### config.mk
export PLATFORM = sky130hd
export DESIGN_NAME = rrbm_bank_regs
export DESIGN_NICKNAME = d
export VERILOG_FILES = /design/src/rtl/core/rom_ram_bank_mapper_unit_defines.svh /design/src/rtl/core/rrbm_pkg.sv /design/src/rtl/core/rrbm_bank_regs.sv
export SDC_FILE = /design/constraint.sdc
export NUM_CORES = 1
export LEC_CHECK = 0
export BUFFER_PORTS_ARGS = -buffer_cell sky130_fd_sc_hd__buf_2
export CORE_MARGIN = 4
export CORE_UTILIZATION = 32
export CTS_CLUSTER_DIAMETER = 40
export CTS_CLUSTER_SIZE = 14
export DETAILED_ROUTE_END_ITERATION = 10
export PLACE_DENSITY = 0.74
export SLEW_MARGIN = 30
export SYNTH_ARGS = -nofsm -noshare
export SYNTH_HDL_FRONTEND = slang
export SYNTH_SLANG_ARGS = --single-unit
### constraint.sdc
create_clock -name clk -period 3.7 [get_ports clk]
set_input_delay 0.555 -clock clk [delete_from_list [all_inputs] [get_ports clk]]
set_output_delay 0.555 -clock clk [all_outputs]
set_load 0.05 [all_outputs]
### src/rtl/core/rom_ram_bank_mapper_unit_defines.svh
// ----------------------------------------------------------------------------
// rom_ram_bank_mapper_unit_defines
// Assertion macros used by the top-level RTL file of the bank mapper.
// Each use expands to one labeled concurrent assertion clocked on clk and
// disabled while arst_n is low.
// ----------------------------------------------------------------------------
`ifndef ROM_RAM_BANK_MAPPER_UNIT_DEFINES_SVH
`define ROM_RAM_BANK_MAPPER_UNIT_DEFINES_SVH

// Same-cycle implication
`define RRBM_ASSERT_NOW(label, ante, cons, msg) \
	label: assert property (@(posedge clk) disable iff (!arst_n) (ante) |-> (cons)) \
		else $error(msg);

// Next-cycle implication
`define RRBM_ASSERT_NEXT(label, ante, cons, msg) \
	label: assert property (@(posedge clk) disable iff (!arst_n) (ante) |=> (cons)) \
		else $error(msg);

`endif

### src/rtl/core/rrbm_pkg.sv
// ----------------------------------------------------------------------------
// rrbm_pkg
// Types and constants of the ROM/RAM bank mapper: bus transaction and
// response payloads, region and source codes, register indexes.
// ----------------------------------------------------------------------------
package rrbm_pkg;

	// Store sizes
	localparam int CART_RAM_BYTES = 8192;
	localparam int MAIN_RAM_BYTES = 8192;
	localparam int MAIN_AW        = $clog2(MAIN_RAM_BYTES);
	localparam int RAM_OFF_W      = 13;

	// Configuration port
	localparam int CFG_IDX_W  = 8;
	localparam int CFG_DATA_W = 8;
	localparam logic [CFG_IDX_W-1:0] CFG_ROM_SIZE    = 8'd0;
	localparam logic [CFG_IDX_W-1:0] CFG_CART_FITTED = 8'd1;

	// Access kinds
	localparam logic KIND_READ  = 1'b0;
	localparam logic KIND_WRITE = 1'b1;

	// 8 KiB regions, top three address bits
	localparam logic [2:0] RGN_ROM_LO0 = 3'd0;
	localparam logic [2:0] RGN_ROM_LO1 = 3'd1;
	localparam logic [2:0] RGN_ROM_HI0 = 3'd2;
	localparam logic [2:0] RGN_ROM_HI1 = 3'd3;
	localparam logic [2:0] RGN_VRAM    = 3'd4;
	localparam logic [2:0] RGN_CART    = 3'd5;
	localparam logic [2:0] RGN_MAIN0   = 3'd6;
	localparam logic [2:0] RGN_MAIN1   = 3'd7;

	// Response source codes
	localparam logic [1:0] SRC_ROM = 2'd0;
	localparam logic [1:0] SRC_RAM = 2'd1;
	localparam logic [1:0] SRC_OFF = 2'd2;

	// Latch write key and disabled cart RAM read byte
	localparam logic [3:0] RAM_KEY      = 4'hA;
	localparam logic [7:0] DISABLED_BYTE = 8'hFF;

	typedef struct packed {
		logic        kind;
		logic [15:0] address;
		logic [7:0]  write_data;
	} req_t;

	typedef struct packed {
		logic [1:0]  source;
		logic [20:0] rom_address;
		logic [7:0]  read_data;
		logic [15:0] echo_address;
	} rsp_t;

	// Bank latch view handed to the datapath
	typedef struct packed {
		logic [20:0] rom_address;
		logic        cart_on;
	} xlat_t;

endpackage

### src/rtl/core/rrbm_bank_regs.sv
// ----------------------------------------------------------------------------
// rrbm_bank_regs
// Bank latches (RAM enable, low bank, high bank, mode) and the ROM address
// translation for reads in the ROM regions.
// ----------------------------------------------------------------------------
module rrbm_bank_regs (
	input  logic                clk,
	input  logic                arst_n,
	input  logic                wr_en,
	input  rrbm_pkg::req_t      req,
	input  logic [5:0]          rom_size,
	input  logic                cart_fitted,
	output rrbm_pkg::xlat_t     xlat
);

	logic       ram_enabled_q;
	logic [4:0] bank_low_q;
	logic [1:0] bank_high_q;
	logic       banking_mode_q;

	logic [2:0] region;
	logic [5:0] bank_mask;
	logic [6:0] bank_std;
	logic [6:0] bank_mode1;

	assign region = req.address[15:13];

	// Latch writes from bus write transactions
	always_ff @(posedge clk or negedge arst_n) begin
		if (!arst_n) begin
			ram_enabled_q  <= 1'b0;
			bank_low_q     <= '0;
			bank_high_q    <= '0;
			banking_mode_q <= 1'b0;
		end else if (wr_en) begin
			unique case (region)
				rrbm_pkg::RGN_ROM_LO0:
					ram_enabled_q <= (req.write_data[3:0] == rrbm_pkg::RAM_KEY);
				rrbm_pkg::RGN_ROM_LO1: bank_low_q     <= req.write_data[4:0];
				rrbm_pkg::RGN_ROM_HI0: bank_high_q    <= req.write_data[1:0];
				rrbm_pkg::RGN_ROM_HI1: banking_mode_q <= req.write_data[0];
				default: ;
			endcase
		end
	end

	// Bank numbers; a bank count of zero leaves the standard bank unmasked and zeroes the mode 1 bank
	always_comb begin
		bank_mask = rom_size - 6'd1;
		bank_std  = {bank_high_q, bank_low_q} | {6'd0, (bank_low_q == 5'd0)};
		if (rom_size != 6'd0) begin
			bank_std = bank_std & {1'b0, bank_mask};
		end
		if (rom_size != 6'd0) begin
			bank_mode1 = {bank_high_q, 5'd0} & {1'b0, bank_mask};
		end else begin
			bank_mode1 = '0;
		end
	end

	// ROM byte address by region
	always_comb begin
		unique case (region) inside
			rrbm_pkg::RGN_ROM_LO0, rrbm_pkg::RGN_ROM_LO1: begin
				if (banking_mode_q) begin
					xlat.rom_address = {bank_mode1, req.address[13:0]};
				end else begin
					xlat.rom_address = {6'd0, req.address[14:0]};
				end
			end
			rrbm_pkg::RGN_ROM_HI0, rrbm_pkg::RGN_ROM_HI1: begin
				xlat.rom_address = {bank_std, req.address[13:0]};
			end
			default: xlat.rom_address = '0;
		endcase
		xlat.cart_on = ram_enabled_q & cart_fitted;
	end

endmodule

==> impl_metrics.yaml <==
run_status:
  outcome: "complete, no violations"
finish:
  stdcell_area_sq_um: 964.7
  syn2layout_area_growth_pct: 47.14
  fin_cells: 150
  num_antenna_cells: 0
  final_nets: 160
  drive_gt1_share_pct: 53.66
placement:
  placedCellCount: 146
  placed_cell_area_sq_um: 938.4
  io_buffers: 52
  place.gp.congestion: 0.7247
  dp_slack_ns: 0.9799
  hpwl_microns: 1586
sta:
  min_period_ns: 2.742
  setup_ws_ns: 0.9585
  rsz0062_at_grt: "no"
  finClkSkew_ns: 0
  setup_viol_count_final: 0
  clock.fmax_mhz: 364.8
  period_share_pct: 74.09
  finalHoldViolCount: 0
  final_max_slew_viol_count: 0
  worst_pin_slew_ns: 0.6272
  fin_tns_setup_ns: 0
  relSlewSlack_pct: 57.60
clocking:
  cts_made_buffers: 3
  cts_buffer_depth: 2
  cts_setup_buffers: 0
  clk_pin_slew_ns: 0.06
  clk_latency_ns: 0.25
  cts-htree-levels: 1
  cts_tree: "built"
  cts_root_buf: "clkbuf_4"
  numClockSinks: 9
  holdBufCountCts: 0
  cts_resized: 0
floorplan:
  dieArea_sq_mm: 0.002837
  rows: 16
  fp.dieH_microns: 53.27
  initial_core_util_pct: 33.42
  core_area_sq_mm: 0.001962
  ioPinCount: 57
  die_w_microns: 53.27
power:
  ir_drop_mv: 0.1582
  internal-power_mw: 0.2060
  pwr-share-comb_pct: 37.2
  power_switching_mw: 0.1160
  power.leakage_nw: 0.5209
  p_clk_share_pct: 22.3
  seqPwrFrac_pct: 40.5
  totalPowerFinal_mw: 0.3220
  power_per_cell_area_mw_per_mm2: 333.8
  power_switching_share_pct: 36.02
synth:
  synth-adder-area-share_pct: 1.908
  yosysWarnings: 0
  ys_async_sr_fraction_pct: 100.0
  ys_seq_area_share_pct: 34.35
  synth.cell_area_sq_um: 655.6
  ys_ff_latch: 9
  yosys.area_share.simple_pct: 33.21
  synth_area_leaders: "dfrtp_1 (34%), nor2b_1 (14%), mux2_2 (14%), a21oi_1 (3.1%), and3b_1 (2.7%)"
  synth-edff-count: 0
  synth_top_cell_area_share_pct: 34.35
  muxShareOfSynthArea_pct: 13.74
  synth-xor-area-share_pct: 2.672
  syn_area_per_cell_sq_um: 9.366
  syn-num-nets: 106
  synth_top_family_by_area: "simple AND/OR/NAND/NOR gates"
  ys_types: 27
  synth_compound_gate_area_share_pct: 10.69
  synthFlopType: "dfrtp_1"
  syn_inst: 70
  yosys.area.top_type: "dfrtp_1"
grt:
  grt_start_max_net_pins: 18
  grt_usage_pct: 13.10
  grt_pass1_vias: 643
  antenna_found_initial: 0
  overflow: 0
  grt_pass1_wl_microns: 2670
setup_path:
  r2r_cells: 1
  path_common_cell: "buf_2"
  r2r_start: "bank_low_q[3]"
  worst-path-buf-inv: 3
  cp-end-kind: "output port"
  cp.required_ns: 3.14
  rr_endpoint: "bank_low_q[3]"
  path_max_fanout: 4
  crit_family: "simple AND/OR/NAND/NOR gates"
  ff2ff_setup_slack_ns: 2.93
  path_cells: "buf_2 > inv_1 > ha_1 > nor4b_1 > a21oi_1 > a221oi_2 > buf_2"
  start_kind: "primary input"
  critPathSlowestCell: "nor4b_1"
  slowest_delay_ns: 0.54
  worstSetupPathType: "in -> out"
  critPathArrivalTime_ns: 2.19
job:
  max_cap_viol_count: 0
routing:
  drt-initial-drc-count: 3
  vias: 717
  post-route-drc-count: 0
  wl_met1_microns: 644
  final_antenna_net_count: 0
  met3_length_microns: 267
  wl_met2_microns: 863
  highest_layer: "met4"
  drt-pass1-iter-count: 4
  avgRoutedWirePerCell_microns: 11.97
  drt-total-wl_microns: 1796
  vias_per_cell: 4.780
hold_path:
  hold_path_class: "in -> async"
-- synth_stat cells (2+ instances only) --
library cell	number
dfrtp_1	9
nor2b_1	15
and3b_1	2
mux2_2	8
a21oi_1	4
xor2_1	2
nor2_1	2
o21ai_0	2
inv_1	3
nand2_1	4
clkbuf_1	3
-- power by group through the flow --
stage / sequential [mW] / combinational, mW / clock, mW
after global routing: 0.133 / 0.128 / 0.0840
after floorplan: 0.129 / 0.0836 / 0
after detailed placement: 0.132 / 0.121 / 0
final: 0.130 / 0.120 / 0.0719
after CTS: 0.131 / 0.121 / 0.0745
after global placement: 0.132 / 0.119 / 0
-- how the worst max path moves through the flow --
stage | slack [ns] | depth (start not counted) | endpoint | from
floorplan | 0.91 | 5 | xlat[20] | rom_size[0]
global placement | 1.01 | 7 | xlat[20] | rom_size[0]
detailed placement | 0.98 | 7 | xlat[20] | rom_size[0]
CTS | 0.97 | 7 | xlat[20] | rom_size[0]
global route | 0.87 | 7 | xlat[20] | rom_size[0]
finish | 0.96 | 7 | xlat[20] | rom_size[0]
-- registers in the layout, indices dropped and copies added (netlist names) --
signal,count
banking_mode_q,1
ram_enabled_q,1
bank_high_q,2
bank_low_q,5
-- per-stage QoR --
stage / hold slack, ns / utilization [%]
after global routing: 0.1318 / 49.17
after floorplan: 0.2594 / -
final: 0.1361 / 49.17
after detailed placement: 0.4121 / 47.83
after global placement: 0.4126 / 47.83
after CTS: 0.1371 / 49.17
-- cells by family (layout without fill, tap and decap cells) --
family | after synthesis | in the layout
and+or+nand+nor | 34 | 34
AOI/OAI and AO/OA | 10 | 10
DFF | 9 | 9
muxes | 8 | 8
buffers and inverters | 6 | 59
xor gates and xnor gates | 2 | 2
adders and majority gates | 1 | 1
-- layout by cell type (no fill, tap or decap), types with 2 or more instances in the layout --
cell       n
buf_2     52
nor2_1     2
nand2_1    4
a21oi_1    4
inv_1      3
clkbuf_4   3
dfrtp_1    9
xor2_1     2
nor2b_1   15
mux2_2     8
and3b_1    2
o21ai_0    2
-- per-layer routing --
layer  up-vias  GRT usage (%)
met2        41          25.51
met3         3          5.352
met4         0          6.383
met5         -              0
met1       319          11.03
li1        354              -
-- final cells by class --
| cell class | instances | area (sq um) |
|---|---|---|
| flip-flops and latches | 9 | 225.2 |
| well taps | 27 | 33.78 |
| fillers | 211 | 997.2 |
| inverters | 3 | 11.26 |
| clock buffers | 4 | 26.28 |
| multi-input cells | 55 | 407.9 |
| repair buffers | 52 | 260.3 |
Power figures use the tool's default switching activity.
